[config.mk]
export PLATFORM = sky130hd
export DESIGN_NAME = csv_field_tokenizer
export DESIGN_NICKNAME = d
export VERILOG_FILES = /design/src/sv/csvt_pkg.sv /design/src/sv/csv_field_tokenizer.sv /design/src/sv/csvt_regs.sv /design/src/sv/csvt_core.sv
export SDC_FILE = /design/constraint.sdc
export NUM_CORES = 1
export LEC_CHECK = 0
export ABC_CLOCK_PERIOD_IN_PS = 16940
export BUFFER_PORTS_ARGS = -buffer_cell sky130_fd_sc_hd__buf_2
export CORE_MARGIN = 1
export CORE_UTILIZATION = 50
export CTS_CLUSTER_SIZE = 20
export DETAILED_ROUTE_END_ITERATION = 16
export GPL_ROUTABILITY_DRIVEN = 1
export PLACE_DENSITY = 0.71
export SLEW_MARGIN = 20
export SYNTH_ARGS = -nofsm -noshare
export SYNTH_HDL_FRONTEND = slang
export SYNTH_SLANG_ARGS = --single-unit
export TNS_END_PERCENT = 1
[constraint.sdc]
create_clock -name i_clk -period 16.94 [get_ports i_clk]
set_input_delay 3.388 -clock i_clk [delete_from_list [all_inputs] [get_ports i_clk]]
set_output_delay 3.388 -clock i_clk [all_outputs]
set_load 0.05 [all_outputs]
[src/sv/csvt_pkg.sv]
// csvt_pkg: shared types and constants of the CSV field tokenizer.
// No dependencies; used by every module of the block.
package csvt_pkg;

    localparam int POS_BITS_DEF   = 32;
    localparam int FIDX_BITS_DEF  = 16;
    localparam int APB_ADDR_BITS  = 4;
    localparam int APB_DATA_BITS  = 32;
    localparam int TDATA_IN_BITS  = 8;
    localparam int TDATA_OUT_BITS = 184;
    localparam int TUSER_OUT_BITS = 2;

    localparam logic [7:0] QUOTE_RST = 8'd34;
    localparam logic [7:0] ESC_RST   = 8'd0;
    localparam logic [7:0] DELIM_RST = 8'd44;
    localparam logic [7:0] CHAR_LF   = 8'h0A;
    localparam logic [7:0] CHAR_CR   = 8'h0D;

    localparam logic [1:0] REG_QUOTE = 2'd0;
    localparam logic [1:0] REG_ESC   = 2'd1;
    localparam logic [1:0] REG_DELIM = 2'd2;

    typedef enum logic [3:0] {
        MODE_PLAIN  = 4'b0001,
        MODE_QUOTED = 4'b0010,
        MODE_QPEND  = 4'b0100,
        MODE_EPEND  = 4'b1000
    } t_mode;

    typedef struct packed {
        logic [7:0] quote_char;
        logic [7:0] escape_char;
        logic [7:0] delim_char;
    } t_cfg;

    typedef struct packed {
        logic        field_valid;
        logic [31:0] field_start;
        logic [31:0] field_length;
        logic        field_quoted;
        logic [15:0] field_index;
        logic [31:0] row_index;
        logic        row_end;
        logic        buffer_done;
        logic [31:0] consumed_bytes;
        logic [31:0] rows_complete;
        logic        no_complete_row;
    } t_res;

endpackage

[src/sv/csv_field_tokenizer.sv]
// csv_field_tokenizer: top level; input register, tokenizer core, result register
// and APB configuration. Depends on csvt_pkg, csvt_regs, csvt_core.
//
//   channel   dir  handshake                 payload
//   s_axis    in   tvalid/tready             tdata data_byte, tlast end_of_buffer
//   m_axis    out  tvalid/tready             tdata/tuser/tlast result fields
//   apb       in   psel/penable/pwrite       paddr, pwdata, prdata; pready tied high
//
// One byte per cycle sustained while m_axis accepts results; a byte passes through the input
// register into the core, and its result is captured in the result register.
// Bytes that close no field and are not the buffer end give no result transfer.
// A stalled m_axis holds the result; the input register holds one more byte.
// Synchronous active-low reset clears mode, counters and both valid flags.
module csv_field_tokenizer #(
    parameter int POS_BITS         = csvt_pkg::POS_BITS_DEF,
    parameter int FIELD_INDEX_BITS = csvt_pkg::FIDX_BITS_DEF
) (
    input  logic                                i_clk,
    input  logic                                i_rst_n,
    input  logic                                s_axis_tvalid,
    output logic                                s_axis_tready,
    // [7:0] data_byte
    input  logic [csvt_pkg::TDATA_IN_BITS-1:0]  s_axis_tdata,
    input  logic                                s_axis_tlast,
    output logic                                m_axis_tvalid,
    input  logic                                m_axis_tready,
    // [31:0] field_start, [63:32] field_length, [64] field_quoted,
    // [80:65] field_index, [112:81] row_index, [144:113] consumed_bytes,
    // [176:145] rows_complete, [177] no_complete_row, [183:178] zero
    output logic [csvt_pkg::TDATA_OUT_BITS-1:0] m_axis_tdata,
    // [0] field_valid, [1] row_end
    output logic [csvt_pkg::TUSER_OUT_BITS-1:0] m_axis_tuser,
    output logic                                m_axis_tlast,
    input  logic                                psel,
    input  logic                                penable,
    input  logic                                pwrite,
    input  logic [csvt_pkg::APB_ADDR_BITS-1:0]  paddr,
    input  logic [csvt_pkg::APB_DATA_BITS-1:0]  pwdata,
    output logic [csvt_pkg::APB_DATA_BITS-1:0]  prdata,
    output logic                                pready
);

    csvt_pkg::t_cfg w_cfg;
    csvt_pkg::t_res w_res;
    csvt_pkg::t_res r_out;
    logic           w_res_valid;
    logic           w_step;
    logic           r_in_valid;
    logic [7:0]     r_in_byte;
    logic           r_in_last;
    logic           r_out_valid;

    csvt_regs u_regs (
        .i_clk   (i_clk),
        .i_rst_n (i_rst_n),
        .psel    (psel),
        .penable (penable),
        .pwrite  (pwrite),
        .paddr   (paddr),
        .pwdata  (pwdata),
        .prdata  (prdata),
        .pready  (pready),
        .o_cfg   (w_cfg)
    );

    csvt_core #(
        .POS_BITS         (POS_BITS),
        .FIELD_INDEX_BITS (FIELD_INDEX_BITS)
    ) u_core (
        .i_clk       (i_clk),
        .i_rst_n     (i_rst_n),
        .i_cfg       (w_cfg),
        .i_step      (w_step),
        .i_byte      (r_in_byte),
        .i_last      (r_in_last),
        .o_res_valid (w_res_valid),
        .o_res       (w_res)
    );

    assign w_step        = r_in_valid && (!r_out_valid || m_axis_tready);
    assign s_axis_tready = !r_in_valid || w_step;

    always_ff @(posedge i_clk) begin
        if (!i_rst_n) begin
            r_in_valid <= 1'b0;
        end else if (s_axis_tready) begin
            r_in_valid <= s_axis_tvalid;
        end
    end

    always_ff @(posedge i_clk) begin
        if (s_axis_tvalid && s_axis_tready) begin
            r_in_byte <= s_axis_tdata[7:0];
            r_in_last <= s_axis_tlast;
        end
    end

    always_ff @(posedge i_clk) begin
        if (!i_rst_n) begin
            r_out_valid <= 1'b0;
        end else if (w_step) begin
            r_out_valid <= w_res_valid;
        end else if (m_axis_tready) begin
            r_out_valid <= 1'b0;
        end
    end

    always_ff @(posedge i_clk) begin
        if (w_step && w_res_valid) begin
            r_out <= w_res;
        end
    end

    assign m_axis_tvalid = r_out_valid;
    assign m_axis_tlast  = r_out.buffer_done;
    assign m_axis_tuser  = {r_out.row_end, r_out.field_valid};
    assign m_axis_tdata  = {6'd0, r_out.no_complete_row, r_out.rows_complete,
                            r_out.consumed_bytes, r_out.row_index, r_out.field_index,
                            r_out.field_quoted, r_out.field_length, r_out.field_start};

endmodule

[src/sv/csvt_regs.sv]
// csvt_regs: APB configuration registers (quote, escape, delimiter bytes).
// Depends on csvt_pkg.
module csvt_regs (
    input  logic                               i_clk,
    input  logic                               i_rst_n,
    input  logic                               psel,
    input  logic                               penable,
    input  logic                               pwrite,
    input  logic [csvt_pkg::APB_ADDR_BITS-1:0] paddr,
    input  logic [csvt_pkg::APB_DATA_BITS-1:0] pwdata,
    output logic [csvt_pkg::APB_DATA_BITS-1:0] prdata,
    output logic                               pready,
    output csvt_pkg::t_cfg                     o_cfg
);

    csvt_pkg::t_cfg r_cfg;
    logic           w_wr;
    logic [1:0]     w_idx;

    assign pready = 1'b1;
    assign w_idx  = paddr[3:2];
    assign w_wr   = psel && penable && pwrite && pready;

    always_ff @(posedge i_clk) begin
        if (!i_rst_n) begin
            r_cfg.quote_char  <= csvt_pkg::QUOTE_RST;
            r_cfg.escape_char <= csvt_pkg::ESC_RST;
            r_cfg.delim_char  <= csvt_pkg::DELIM_RST;
        end else if (w_wr) begin
            case (w_idx)
                csvt_pkg::REG_QUOTE: r_cfg.quote_char  <= pwdata[7:0];
                csvt_pkg::REG_ESC:   r_cfg.escape_char <= pwdata[7:0];
                csvt_pkg::REG_DELIM: r_cfg.delim_char  <= pwdata[7:0];
                default: ;
            endcase
        end
    end

    always_comb begin
        prdata = '0;
        case (w_idx)
            csvt_pkg::REG_QUOTE: prdata = csvt_pkg::APB_DATA_BITS'(r_cfg.quote_char);
            csvt_pkg::REG_ESC:   prdata = csvt_pkg::APB_DATA_BITS'(r_cfg.escape_char);
            csvt_pkg::REG_DELIM: prdata = csvt_pkg::APB_DATA_BITS'(r_cfg.delim_char);
            default:             prdata = '0;
        endcase
    end

    assign o_cfg = r_cfg;

endmodule

[src/sv/csvt_core.sv]
// csvt_core: quote-state machine, position/index counters and result formation
// for one byte per step. Depends on csvt_pkg.
module csvt_core #(
    parameter int POS_BITS         = csvt_pkg::POS_BITS_DEF,
    parameter int FIELD_INDEX_BITS = csvt_pkg::FIDX_BITS_DEF
) (
    input  logic           i_clk,
    input  logic           i_rst_n,
    input  csvt_pkg::t_cfg i_cfg,
    input  logic           i_step,
    input  logic [7:0]     i_byte,
    input  logic           i_last,
    output logic           o_res_valid,
    output csvt_pkg::t_res o_res
);

    csvt_pkg::t_mode             r_mode, n_mode;
    logic [POS_BITS-1:0]         r_pos, n_pos;
    logic [POS_BITS-1:0]         r_fstart, n_fstart;
    logic                        r_fquoted, n_fquoted;
    logic [FIELD_INDEX_BITS-1:0] r_fidx, n_fidx;
    logic [31:0]                 r_row, n_row;
    logic [POS_BITS-1:0]         r_rstart, n_rstart;
    logic                        r_prev_cr, n_prev_cr;

    logic [7:0]          w_esc;
    logic                w_plain, w_close, w_row;
    logic [POS_BITS-1:0] w_pos_inc, w_len_raw, w_len;
    logic [63:0]         w_fs64, w_len64, w_rs64;
    logic [31:0]         w_fidx32;

    assign w_esc     = (i_cfg.escape_char != 8'd0) ? i_cfg.escape_char : i_cfg.quote_char;
    assign w_pos_inc = (r_pos == '1) ? r_pos : r_pos + POS_BITS'(1);
    assign w_len_raw = r_pos - r_fstart;
    assign w_len     = w_len_raw - POS_BITS'(w_row && (w_len_raw != '0) && r_prev_cr);
    assign w_fs64    = 64'(r_fstart);
    assign w_len64   = 64'(w_len);
    assign w_rs64    = 64'(n_rstart);
    assign w_fidx32  = 32'(r_fidx);

    always_comb begin
        n_mode    = r_mode;
        n_fstart  = r_fstart;
        n_fquoted = r_fquoted;
        n_fidx    = r_fidx;
        n_row     = r_row;
        n_rstart  = r_rstart;
        w_plain   = 1'b0;
        w_close   = 1'b0;
        w_row     = 1'b0;

        case (r_mode)
            csvt_pkg::MODE_QUOTED: begin
                if (i_byte == i_cfg.quote_char || i_byte == w_esc) begin
                    if (i_cfg.quote_char == w_esc)      n_mode = csvt_pkg::MODE_QPEND;
                    else if (i_byte == i_cfg.quote_char) n_mode = csvt_pkg::MODE_PLAIN;
                    else                                 n_mode = csvt_pkg::MODE_EPEND;
                end
            end
            csvt_pkg::MODE_QPEND: begin
                if (i_byte == i_cfg.quote_char) begin
                    n_mode = csvt_pkg::MODE_QUOTED;
                end else begin
                    n_mode  = csvt_pkg::MODE_PLAIN;
                    w_plain = 1'b1;
                end
            end
            csvt_pkg::MODE_EPEND: n_mode = csvt_pkg::MODE_QUOTED;
            default:              w_plain = 1'b1;
        endcase

        if (w_plain) begin
            if (i_byte == i_cfg.quote_char) begin
                n_fquoted = 1'b1;
                n_mode    = csvt_pkg::MODE_QUOTED;
            end else if (i_byte == i_cfg.delim_char) begin
                w_close = 1'b1;
            end else if (i_byte == csvt_pkg::CHAR_LF) begin
                w_close = 1'b1;
                w_row   = 1'b1;
            end
        end

        if (w_close) begin
            n_fstart  = w_pos_inc;
            n_fquoted = 1'b0;
            if (w_row) begin
                n_fidx   = '0;
                n_row    = (r_row == '1) ? r_row : r_row + 32'd1;
                n_rstart = w_pos_inc;
            end else if (r_fidx != '1) begin
                n_fidx = r_fidx + FIELD_INDEX_BITS'(1);
            end
        end

        n_prev_cr = (i_byte == csvt_pkg::CHAR_CR);
        n_pos     = w_pos_inc;
    end

    always_comb begin
        o_res             = '0;
        o_res_valid       = w_close || i_last;
        if (w_close) begin
            o_res.field_valid  = 1'b1;
            o_res.field_start  = w_fs64[31:0];
            o_res.field_length = w_len64[31:0];
            o_res.field_quoted = r_fquoted;
            o_res.field_index  = w_fidx32[15:0];
            o_res.row_index    = r_row;
            o_res.row_end      = w_row;
        end
        if (i_last) begin
            o_res.buffer_done     = 1'b1;
            o_res.consumed_bytes  = w_rs64[31:0];
            o_res.rows_complete   = n_row;
            o_res.no_complete_row = (n_row == '0);
        end
    end

    always_ff @(posedge i_clk) begin
        if (!i_rst_n || (i_step && i_last)) begin
            r_mode    <= csvt_pkg::MODE_PLAIN;
            r_pos     <= '0;
            r_fstart  <= '0;
            r_fquoted <= 1'b0;
            r_fidx    <= '0;
            r_row     <= '0;
            r_rstart  <= '0;
            r_prev_cr <= 1'b0;
        end else if (i_step) begin
            r_mode    <= n_mode;
            r_pos     <= n_pos;
            r_fstart  <= n_fstart;
            r_fquoted <= n_fquoted;
            r_fidx    <= n_fidx;
            r_row     <= n_row;
            r_rstart  <= n_rstart;
            r_prev_cr <= n_prev_cr;
        end
    end

endmodule

==> flow_summary.json, run 1 <==
{
  "grt_max_degree": 91,
  "finalSetupViolations": 0,
  "cts_htree_levels": 2,
  "final_layout_size_suffix_gt1_frac": 0.148,
  "dr_wl_met2_mm": 20.6,
  "yosysWarnings": 0,
  "relSlewSlack": 0.339,
  "grtUsageTotal": 0.239,
  "status": "completed",
  "rsz0062_at_grt": "no",
  "worst_path_most_repeated_cell": "buf_2",
  "synth-async-reset-ratio": 0,
  "count_of_flip_flops_with_a_built_in_enable_after_synthesis": 190,
  "critPathBufInv": 2,
  "grt_pass1_wl_mm": 74.1,
  "worst_clock_skew_on_the_final_layout_ns": 0.0171,
  "post_synth.cell_area_avg_um2": 9.46,
  "postSynth.topFlopCell": "edfxtp_1",
  "drt-total-wl_mm": 46.9,
  "crit_path_max_fanout": 12,
  "post_synth_num_cell_types": 83,
  "cts.path.max_buffers": 3,
  "antennaDiodeCount": 0,
  "p_leak_nw": 8.45,
  "setup_total_negative_slack_ns": 0,
  "first_pass_iters": 6,
  "synth_seq_area_share": 0.480,
  "synthTopCellsByArea": "edfxtp_1 30%, dfxtp_1 18%, nor2_1 5.0%, xor2_1 4.9%, xnor2_1 3.7%",
  "startpoint_type": "input port",
  "tritoncts": "yes",
  "die_width_um": 198,
  "top_delay_family_on_crit_path": "simple AND/OR/NAND/NOR gates",
  "row_count": 71,
  "hold_path.class": "flop to flop",
  "worst_ep_required_time_ns": 13.55,
  "post-synth-top-area-cell": "edfxtp_1",
  "worst_pin_slew_ns": 0.984,
  "fmaxAchievable_ghz": 0.124,
  "number_of_antenna_violations_at_the_first_check_in_global_routing": 0,
  "grt_pass1_vias": 14014,
  "finalNetCount": 2266,
  "coreArea_mm2": 0.0378,
  "met1_length_mm": 22.1,
  "drt.antenna.violating_nets": 0,
  "die_area_mm2": 0.0392,
  "post-route-drc-count": 0,
  "flow.area_growth_from_synthesis_pct": 13.4,
  "top_layer_used": "met4",
  "post-synth-top-area-fraction": 0.297,
  "initial_utilization": 0.509,
  "final.hold.worst_slack_ns": 0.462,
  "cpPeakStageDelay_ns": 0.58,
  "r2r.worst_path.cells": 18,
  "detail_route.vias_per_cell": 5.56,
  "timing.critical_path.depth": 5,
  "crit-reg2reg-launch": "u_core.r_pos[4]$_SDFFE_PP0P_",
  "clk_tree_root_cell": "clkbuf_16",
  "vias": 15114,
  "hold_path_depth": 2,
  "fin_crit_sh": 0.478,
  "clkTransAtPathRegs_ns": 0.06,
  "port_buffers": 216,
  "slew_violations": 0,
  "die_h_um": 198,
  "dr_wl_met3_mm": 3.06,
  "final-hold-violation-count": 0,
  "cts.repair.resized": 0,
  "cts-hold-fix-buffers": 0,
  "post-route-min-period_ns": 8.09,
  "globalRouteOverflowTotal": 0,
  "cts_buf_count": 40,
  "critical_path_class": "input port to output pin",
  "top_level_ports": 274,
  "post-dp-hpwl_mm": 33.1,
  "cpMaxStageDelayCell": "nor2b_1",
  "cap_viol_max_count": 0,
  "crit_start": "paddr[2]",
  "place.gp.congestion": 0.894,
  "worst-endpoint-arrival_ns": 4.71,
  "ys_seq_elements": 366,
  "preCtsSetupSlack_ns": 8.88,
  "final_critical_path_setup_slack_ns": 8.85,
  "post_cts_buffers": 0,
  "power.density_mw_per_mm2": 89.2,
  "numClockSinks": 366,
  "synth.cell_area_mm2": 0.0192,
  "critical_path.cell_chain": "buf_2 -> nor2b_1 -> nand2_1 -> o21ai_0 -> buf_2",
  "clock_insertion_delay_worst_skew_ns": 0.57,
  "routed_wire_length_per_instance_um": 17.2,
  "critPathCaptureType": "output pin",
  "detail_route.iter0.violations": 954,
  "post_synth_inst_count": 2032,
  "hp-start": "u_core.r_rstart[12]$_SDFFE_PP0P_",
  "vdd_drop_max_mv": 0.0618
}
## state kept, by name, summed over array words and instances (netlist names)
| register | count |
|---|---|
| m_axis_tdata | 178 |
| m_axis_tlast | 1 |
| m_axis_tuser | 2 |
| m_axis_tvalid | 1 |
| r_in_byte | 8 |
| r_in_last | 1 |
| r_in_valid | 1 |
| u_core.r_fidx | 16 |
| u_core.r_fquoted | 1 |
| u_core.r_fstart | 32 |
| u_core.r_mode | 4 |
| u_core.r_pos | 32 |
| u_core.r_prev_cr | 1 |
| u_core.r_row | 32 |
| u_core.r_rstart | 32 |
| u_regs.o_cfg | 24 |
## synthesized netlist by cell type (6+ instances only)
cell type,n
a211oi_1,61
a21boi_0,13
a21o_1,13
a21oi_1,82
a22oi_1,7
a31oi_1,7
and2_1,90
and3_1,21
and4_1,9
buf_1,10
buf_2,8
buf_4,35
clkbuf_1,101
dfxtp_1,176
edfxtp_1,190
ha_1,36
inv_1,61
mux2i_1,32
nand2_1,179
nand2b_1,6
nand3_1,58
nand4_1,46
nor2_1,257
nor2b_1,30
nor3_1,41
nor3b_1,6
nor4_1,17
o211a_1,26
o211ai_1,6
o21a_1,12
o21ai_0,71
o22ai_1,7
o31ai_1,13
or3_1,32
or4_1,9
xnor2_1,82
xor2_1,108
## routing by layer
| metal | up-vias | GRT usage |
|---|---|---|
| li1 | 7422 | - |
| met1 | 7181 | 0.343 |
| met2 | 449 | 0.360 |
| met3 | 62 | 0.0436 |
| met4 | 0 | 0.0833 |
| met5 | - | 0 |
## per-stage QoR
| step | cell area [um2] | power [W] | util | cells |
|---|---|---|---|---|
| after floorplan | 19300 | 0.00107 | - | 2061 |
| after global placement | 20500 | 0.00109 | 0.542 | 2646 |
| after detailed placement | 20500 | 0.00109 | 0.542 | 2646 |
| after CTS | 21800 | 0.00196 | 0.577 | 2720 |
| after global routing | 21800 | 0.00201 | 0.577 | 2720 |
| final | 21800 | 0.00194 | 0.577 | 2720 |
## power breakdown
part           switching, W  leakage (nW)  internal [W]  total [W]
clock              0.000359         0.645      0.000513   0.000871
combinational     0.0000979          4.47     0.0000290   0.000127
sequential       0.00000725          3.33      0.000939   0.000946
## path summary, 6_finish.rpt
check | end | slack, ns
hold reg to reg | u_core.r_rstart[12]$_SDFFE_PP0P_ | 0.46
hold / removal | u_core.r_rstart[12]$_SDFFE_PP0P_ | 0.46
setup / recovery | prdata[7] | 8.85
setup reg to reg | m_axis_tdata[62]$_SDFFCE_PN0P_ | 10.56
## cell usage in the layout (no fill, tap or decap), types with 13 or more instances in the layout
master       n
a211oi_1    60
and2_1      90
mux2i_1     32
xor2_1     108
nor2b_1     30
o21ai_0     71
buf_2      216
a21oi_1     82
a21boi_0    13
xnor2_1     82
nand3_1     58
nand2_1    177
a21o_1      13
o31ai_1     13
dfxtp_1    176
edfxtp_1   190
nor2_1     255
buf_4       14
conb_1      31
nor4_1      17
or3_1       32
inv_1       61
nor3_1      40
and3_1      21
ha_1        36
nand4_1     46
clkbuf_16   43
o211a_1     26
## area by class of cell
type | count | area (um2)
clock buffers | 60 | 1210
clock inverters | 14 | 124
fillers | 3305 | 16000
inverters | 61 | 229
multi-input cells | 1478 | 9180
flip-flops and latches | 366 | 9230
well taps | 511 | 639
repair buffers | 230 | 1190
## worst reg2reg max path, stage by stage, from the launching register on
cell       delay [ns]
dfxtp_1          0.44
ha_1             0.51
o2111ai_1        0.31
a2111oi_2        0.74
o311ai_1         0.23
o21ba_2          0.25
xnor2_1          0.30
or4b_1           0.28
nor2_1           0.07
a41oi_1          0.37
ha_1             0.25
ha_1             0.16
nand2_1          0.10
a211oi_1         0.38
nand4_1          0.27
nor4b_4          0.54
nand4_1          0.32
or4_1            0.50
a21oi_1          0.19
## cell families after synthesis
| logic type | synth area share |
|---|---|
| xor gates and xnor gates | 0.0866 |
| adders and majority gates | 0.0245 |
| and+or+nand+nor | 0.211 |
| buffers and inverters | 0.0502 |
| other | 0.000391 |
| muxes | 0.0173 |
| DFF | 0.480 |
| AOI/OAI and AO/OA | 0.130 |
No activity file was read; power rests on OpenSTA's default activity.
==> run 2: changes to the inputs <==
--- a/config.mk
+++ b/config.mk
@@ -5,14 +5,14 @@
 export SDC_FILE = /design/constraint.sdc
 export NUM_CORES = 1
 export LEC_CHECK = 0
-export ABC_CLOCK_PERIOD_IN_PS = 16940
+export ABC_CLOCK_PERIOD_IN_PS = 7390
 export BUFFER_PORTS_ARGS = -buffer_cell sky130_fd_sc_hd__buf_2
 export CORE_MARGIN = 1
 export CORE_UTILIZATION = 50
 export CTS_CLUSTER_SIZE = 20
 export DETAILED_ROUTE_END_ITERATION = 16
 export GPL_ROUTABILITY_DRIVEN = 1
-export PLACE_DENSITY = 0.71
+export PLACE_DENSITY = 0.74
 export SLEW_MARGIN = 20
 export SYNTH_ARGS = -nofsm -noshare
 export SYNTH_HDL_FRONTEND = slang
==> constraint.sdc (replaced) <==
create_clock -name i_clk -period 7.39 [get_ports i_clk]
set_input_delay 1.478 -clock i_clk [delete_from_list [all_inputs] [get_ports i_clk]]
set_output_delay 1.478 -clock i_clk [all_outputs]
set_load 0.05 [all_outputs]
==> flow_summary.json, run 2 (synthesis gave the netlist of run 1 again) <==
{
  "share_clk_of_total_power": 0.439,
  "critPathBufInv": 1,
  "final.hold.worst_slack_ns": 0.473,
  "cts-hold-fix-buffers": 0,
  "n_fill_cell": 3306,
  "globalRouteOverflowTotal": 0,
  "post_cts_buffers": 0,
  "clkTransAtPathRegs_ns": 0.06,
  "place.gp.congestion": 0.871,
  "number_of_antenna_violations_at_the_first_check_in_global_routing": 0,
  "worst-endpoint-arrival_ns": 6.99,
  "routed_wire_length_per_instance_um": 17.6,
  "seq_area_mm2": 0.00923,
  "power.density_mw_per_mm2": 202,
  "rsz0062_at_grt": "no",
  "worst_path_most_repeated_cell": "ha_1",
  "row_count": 71,
  "detail_route.iter0.violations": 1092,
  "tritoncts": "yes",
  "grt_pass1_vias": 14195,
  "coreArea_mm2": 0.0378,
  "clk_tree_root_cell": "clkbuf_16",
  "crit-reg2reg-launch": "u_core.r_pos[0]$_SDFFE_PP0P_",
  "top_delay_family_on_crit_path": "compound AO/OA/AOI/OAI gates",
  "drt.antenna.violating_nets": 0,
  "cap_viol_max_count": 0,
  "cts_buf_count": 40,
  "post-route-drc-count": 0,
  "status": "completed",
  "antennaDiodeCount": 0,
  "r2r.worst_path.cells": 20,
  "cpMaxStageDelayCell": "a2111oi_2",
  "finalSetupViolations": 0,
  "fin_cells": 2719,
  "flow.area_growth_from_synthesis_pct": 13.0,
  "post-dp-hpwl_mm": 33.7,
  "cts.repair.resized": 0,
  "whs_endpoint": "u_core.r_rstart[12]$_SDFFE_PP0P_",
  "fin_crit_sh": 0.890,
  "worst_pin_slew_ns": 1.11,
  "clock_insertion_delay_worst_skew_ns": 0.58,
  "mostFrequentLayoutCells": "255 x nor2_1, 216 x buf_2, 190 x edfxtp_1",
  "hold_path.class": "flop to flop",
  "fmaxAchievable_ghz": 0.152,
  "vdd_drop_max_mv": 0.169,
  "die_area_mm2": 0.0392,
  "die_width_um": 198,
  "finalNetCount": 2265,
  "critPathCaptureType": "flop",
  "power.share.switching": 0.244,
  "die_h_um": 198,
  "cpPeakStageDelay_ns": 0.76,
  "crit_path_max_fanout": 7,
  "relSlewSlack": 0.256,
  "startpoint_type": "flop",
  "first_pass_iters": 5,
  "post-route-min-period_ns": 6.58,
  "crit-reg2reg-capture": "m_axis_tdata[62]$_SDFFCE_PN0P_",
  "cts_htree_levels": 2,
  "flip_flop_count_of_the_largest_register_all_copies_and_words_added": 178,
  "setup_total_negative_slack_ns": 0,
  "mostFrequentLayoutCell": "nor2_1",
  "r2r_slack_ns": 0.81,
  "hp-start": "u_core.r_rstart[12]$_SDFFE_PP0P_",
  "grt_max_degree": 128,
  "top_level_ports": 274,
  "detail_route.vias_per_cell": 5.62,
  "power.internal_w": 0.00331,
  "numClockSinks": 366,
  "power_frac_comb": 0.067,
  "port_buffers": 216,
  "initial_utilization": 0.509,
  "grtUsageTotal": 0.244,
  "multiInputGateArea_mm2": 0.00917,
  "power_w": 0.00438,
  "final-hold-violation-count": 0,
  "cts.path.max_buffers": 3,
  "grt_pass1_wl_mm": 75.5,
  "vias": 15272,
  "hold_path_depth": 2,
  "critical_path_class": "flop to flop",
  "final_core_utilization": 0.575,
  "worst_clock_skew_on_the_final_layout_ns": 0.0293,
  "final_layout_size_suffix_gt1_frac": 0.142,
  "seq_power_share": 0.495,
  "p_leak_nw": 8.41,
  "drt-total-wl_mm": 47.9,
  "slew_violations": 0,
  "switching_power_w": 0.00107,
  "critical_path.cell_chain": "inv_1 -> ha_1 -> nor2b_1 -> o2111ai_1 -> a2111oi_2 -> o311ai_1 -> o21ba_2 -> xnor2_1 -> or4b_1 -> nor2_1 -> a41oi_1 -> ha_1 -> ha_1 -> nand2_1 -> a211oi_1 -> nand4_1 -> nor4b_4 -> nand4_1 -> or4_1 -> a21oi_1",
  "worst_ep_required_time_ns": 7.80,
  "placed_cells": 2645
}
==> run 2: changes by cell type in the layout (fill, tap and decap cells not counted), sizes merged <==
cell | before | now
clkinv | 9 | 15
clkbuf | 60 | 58
buf | 230 | 229
clkinvlp | 4 | 0
==> run 2: how the worst max path moves through the flow <==
stage / cells past startpoint / slack [ns] / start / endpoint
after floorplan: 5 / 0.06 / m_axis_tready / m_axis_tdata[0]$_SDFFCE_PN0P_
after global placement: 19 / 1.19 / u_core.r_pos[10]$_SDFFE_PP0P_ / m_axis_tdata[60]$_SDFFCE_PN0P_
after detailed placement: 18 / 0.90 / u_core.r_pos[4]$_SDFFE_PP0P_ / m_axis_tdata[62]$_SDFFCE_PN0P_
after CTS: 18 / 0.88 / u_core.r_pos[4]$_SDFFE_PP0P_ / m_axis_tdata[62]$_SDFFCE_PN0P_
after global routing: 18 / 0.36 / u_core.r_pos[4]$_SDFFE_PP0P_ / m_axis_tdata[62]$_SDFFCE_PN0P_
final: 20 / 0.81 / u_core.r_pos[0]$_SDFFE_PP0P_ / m_axis_tdata[62]$_SDFFCE_PN0P_
==> run 2: power groups by stage <==
stage | Combinational (W) | Sequential, W | Clock [W]
floorplan | 0.000179 | 0.00227 | 0
global placement | 0.000288 | 0.00221 | 0
detailed placement | 0.000292 | 0.00221 | 0
CTS | 0.000292 | 0.00217 | 0.00195
global route | 0.000313 | 0.00217 | 0.00204
finish | 0.000292 | 0.00217 | 0.00192
==> run 2: area by class of cell <==
cell class | instances | share of cell area
Sequential cell | 366 | 0.425
Multi-Input combinational cell | 1478 | 0.422
Timing Repair Buffer | 229 | 0.0549
Clock buffer | 58 | 0.0516
Tap cell | 511 | 0.0294
Inverter | 61 | 0.0105
Clock inverter | 16 | 0.00617
==> run 2: per-stage QoR <==
stage | setup slack, ns | instance area, um2
2_1_floorplan | 0.0559 | 19300
3_3_place_gp | 1.19 | 20500
3_5_place_dp | 0.901 | 20500
4_1_cts | 0.880 | 21700
5_1_grt | 0.358 | 21700
6_report | 0.810 | 21700
==> run 2: worst register-to-register path, delay by kind of cell (launching register included) <==
kind                       cells  cell delay (ns)
AOI/OAI and AO/OA              7             2.59
xor gates and xnor gates       1             0.29
adders and majority gates      3             0.67
buffers and inverters          1             0.09
DFF                            1             0.45
and+or+nand+nor                8             2.33
==> run 2: metal layers <==
metal	global-route usage	wire, um
met4	0.0804	1290
met3	0.0416	2810
met2	0.370	21000
met1	0.351	22800
met5	0	0
==> run 3: changes to the inputs <==
--- a/config.mk
+++ b/config.mk
@@ -7,12 +7,15 @@
 export LEC_CHECK = 0
 export ABC_CLOCK_PERIOD_IN_PS = 7390
 export BUFFER_PORTS_ARGS = -buffer_cell sky130_fd_sc_hd__buf_2
+export CELL_PAD_IN_SITES_DETAIL_PLACEMENT = 2
+export CELL_PAD_IN_SITES_GLOBAL_PLACEMENT = 2
 export CORE_MARGIN = 1
-export CORE_UTILIZATION = 50
+export CORE_UTILIZATION = 33
 export CTS_CLUSTER_SIZE = 20
 export DETAILED_ROUTE_END_ITERATION = 16
 export GPL_ROUTABILITY_DRIVEN = 1
-export PLACE_DENSITY = 0.74
+export PLACE_DENSITY_LB_ADDON = 0.1
+export RECOVER_POWER = 25
 export SLEW_MARGIN = 20
 export SYNTH_ARGS = -nofsm -noshare
 export SYNTH_HDL_FRONTEND = slang
==> flow_summary.json, run 3 (synthesis gave the netlist of run 1 again) <==
{
  "clock_insertion_delay_worst_skew_ns": 0.59,
  "switching_power_w": 0.00116,
  "worst_ep_required_time_ns": 7.82,
  "drt.antenna.violating_nets": 0,
  "preCtsSetupSlack_ns": 0.817,
  "cts.repair.resized": 0,
  "cap_viol_max_count": 1,
  "die_width_um": 243,
  "die_h_um": 243,
  "post-route-min-period_ns": 6.48,
  "power.internal_w": 0.00345,
  "post-route-drc-count": 0,
  "final_layout_size_suffix_gt1_frac": 0.0807,
  "crit_path_max_fanout": 10,
  "fmaxAchievable_ghz": 0.154,
  "top_level_ports": 274,
  "grt_pass1_wl_mm": 96.6,
  "mostFrequentLayoutCell": "nor2_1",
  "grtUsageTotal": 0.208,
  "final.hold.worst_slack_ns": 0.461,
  "flip_flop_count_of_the_largest_register_all_copies_and_words_added": 178,
  "clkTransAtPathRegs_ns": 0.06,
  "cts_buf_count": 44,
  "startpoint_type": "flop",
  "finalNetCount": 2272,
  "grt_pass1_vias": 16521,
  "numClockSinks": 366,
  "final_critical_path_setup_slack_ns": 0.910,
  "worst_clock_skew_on_the_final_layout_ns": 0.0228,
  "worst-endpoint-arrival_ns": 6.91,
  "grt_max_degree": 126,
  "row_count": 88,
  "post-dp-hpwl_mm": 45.1,
  "power.density_mw_per_mm2": 209,
  "mostFrequentLayoutCells": "255 x nor2_1, 190 x edfxtp_1, 177 x nand2_1",
  "drt-total-wl_mm": 62.2,
  "detail_route.vias_per_cell": 5.22,
  "power_frac_comb": 0.065,
  "share_clk_of_total_power": 0.464,
  "post_cts_buffers": 0,
  "rsz0062_at_grt": "no",
  "critPathCaptureType": "flop",
  "flow.area_growth_from_synthesis_pct": 14.7,
  "port_buffers": 216,
  "relSlewSlack": -1.19,
  "vdd_drop_max_mv": 0.135,
  "finalSetupViolations": 0,
  "place.gp.congestion": 0.812,
  "power.share.switching": 0.251,
  "first_pass_iters": 4,
  "initial_utilization": 0.334,
  "setup_total_negative_slack_ns": 0,
  "detail_route.iter0.violations": 681,
  "globalRouteOverflowTotal": 0,
  "hold_path.class": "flop to flop",
  "tritoncts": "yes",
  "die_area_mm2": 0.0592,
  "seq_power_share": 0.471,
  "cts_htree_levels": 2,
  "status": "finished with violations",
  "worst_pin_slew_ns": 3.29,
  "routed_wire_length_per_instance_um": 20.9,
  "clk_tree_root_cell": "clkbuf_16",
  "number_of_antenna_violations_at_the_first_check_in_global_routing": 1,
  "vias": 15573,
  "violations": "max-capacitance violations, max-slew violations",
  "final-hold-violation-count": 0,
  "slew_violations": 69,
  "antennaDiodeCount": 0,
  "n_fill_cell": 6398,
  "coreArea_mm2": 0.0576,
  "critical_path_class": "flop to flop",
  "power_w": 0.00461,
  "p_leak_nw": 8.00,
  "cts.path.max_buffers": 3,
  "fin_crit_sh": 0.877,
  "cts-hold-fix-buffers": 0
}
==> run 3: changes by cell type in the layout (fill, tap and decap cells not counted), sizes merged <==
| cell | previous run | this run |
|---|---|---|
| clkinv | 15 | 19 |
| buf | 229 | 81 |
| clkbuf | 58 | 213 |
| inv | 61 | 60 |
| bufinv | 1 | 2 |
==> run 3: metal layers <==
layer / up-vias / wire, um / global-route usage / part of all wire
met5: - / 0 / 0 / 0
met4: 0 / 1250 / 0.0494 / 0.020
met3: 81 / 2090 / 0.0296 / 0.034
met2: 256 / 28400 / 0.337 / 0.46
met1: 7822 / 30500 / 0.291 / 0.49
li1: 7414 / - / - / -
==> run 3: worst paths after layout <==
check | from | endpoint | slack [ns] | cells after the start
worst max-delay path | u_core.r_pos[10]$_SDFFE_PP0P_ | m_axis_tdata[59]$_SDFFCE_PN0P_ | 0.91 | 18
worst max register to register | u_core.r_pos[10]$_SDFFE_PP0P_ | m_axis_tdata[59]$_SDFFCE_PN0P_ | 0.91 | 18
worst min-delay path | u_core.r_rstart[12]$_SDFFE_PP0P_ | u_core.r_rstart[12]$_SDFFE_PP0P_ | 0.46 | 2
worst min register to register | u_core.r_rstart[12]$_SDFFE_PP0P_ | u_core.r_rstart[12]$_SDFFE_PP0P_ | 0.46 | 2
==> run 3: area by class of cell <==
type                       instances  area (um2)  area share
clock buffer                      62        1230      0.0558
clock inverter                    20         185     0.00840
tap                              765         957      0.0434
multi-input combinational       1478        9190       0.417
timing repair buffer             232        1010      0.0458
inverter                          61         229      0.0104
sequential                       366        9230       0.419
==> run 3: power by group through the flow <==
stage	Sequential (W)	Clock [W]	Combinational (W)
6_report	0.00217	0.00214	0.000300
5_1_grt	0.00217	0.00227	0.000322
4_1_cts	0.00217	0.00220	0.000307
2_1_floorplan	0.00227	0	0.000179
3_3_place_gp	0.00221	0	0.000300
3_5_place_dp	0.00222	0	0.000307
==> run 3: worst max-delay path, stage by stage, from the launching register on <==
cell	delay (ns)
dfxtp_1	0.44
ha_1	0.50
and3_1	0.30
nand2_1	0.17
a2111oi_2	0.70
o311ai_1	0.23
o21ba_2	0.25
xnor2_1	0.32
or4b_1	0.30
nor2_1	0.09
a41oi_1	0.38
ha_1	0.27
nand2_1	0.10
a211oi_1	0.38
nand4_1	0.31
nor4b_2	0.58
nand4_1	0.39
or3_1	0.44
a21oi_1	0.16
==> run 3: per-stage QoR <==
step	std cells	utilization	cell area, um2
2_1_floorplan	2061	-	19300
3_3_place_gp	2902	0.361	20800
3_5_place_dp	2902	0.361	20800
4_1_cts	2984	0.386	22200
5_1_grt	2984	0.383	22000
6_report	2984	0.383	22000
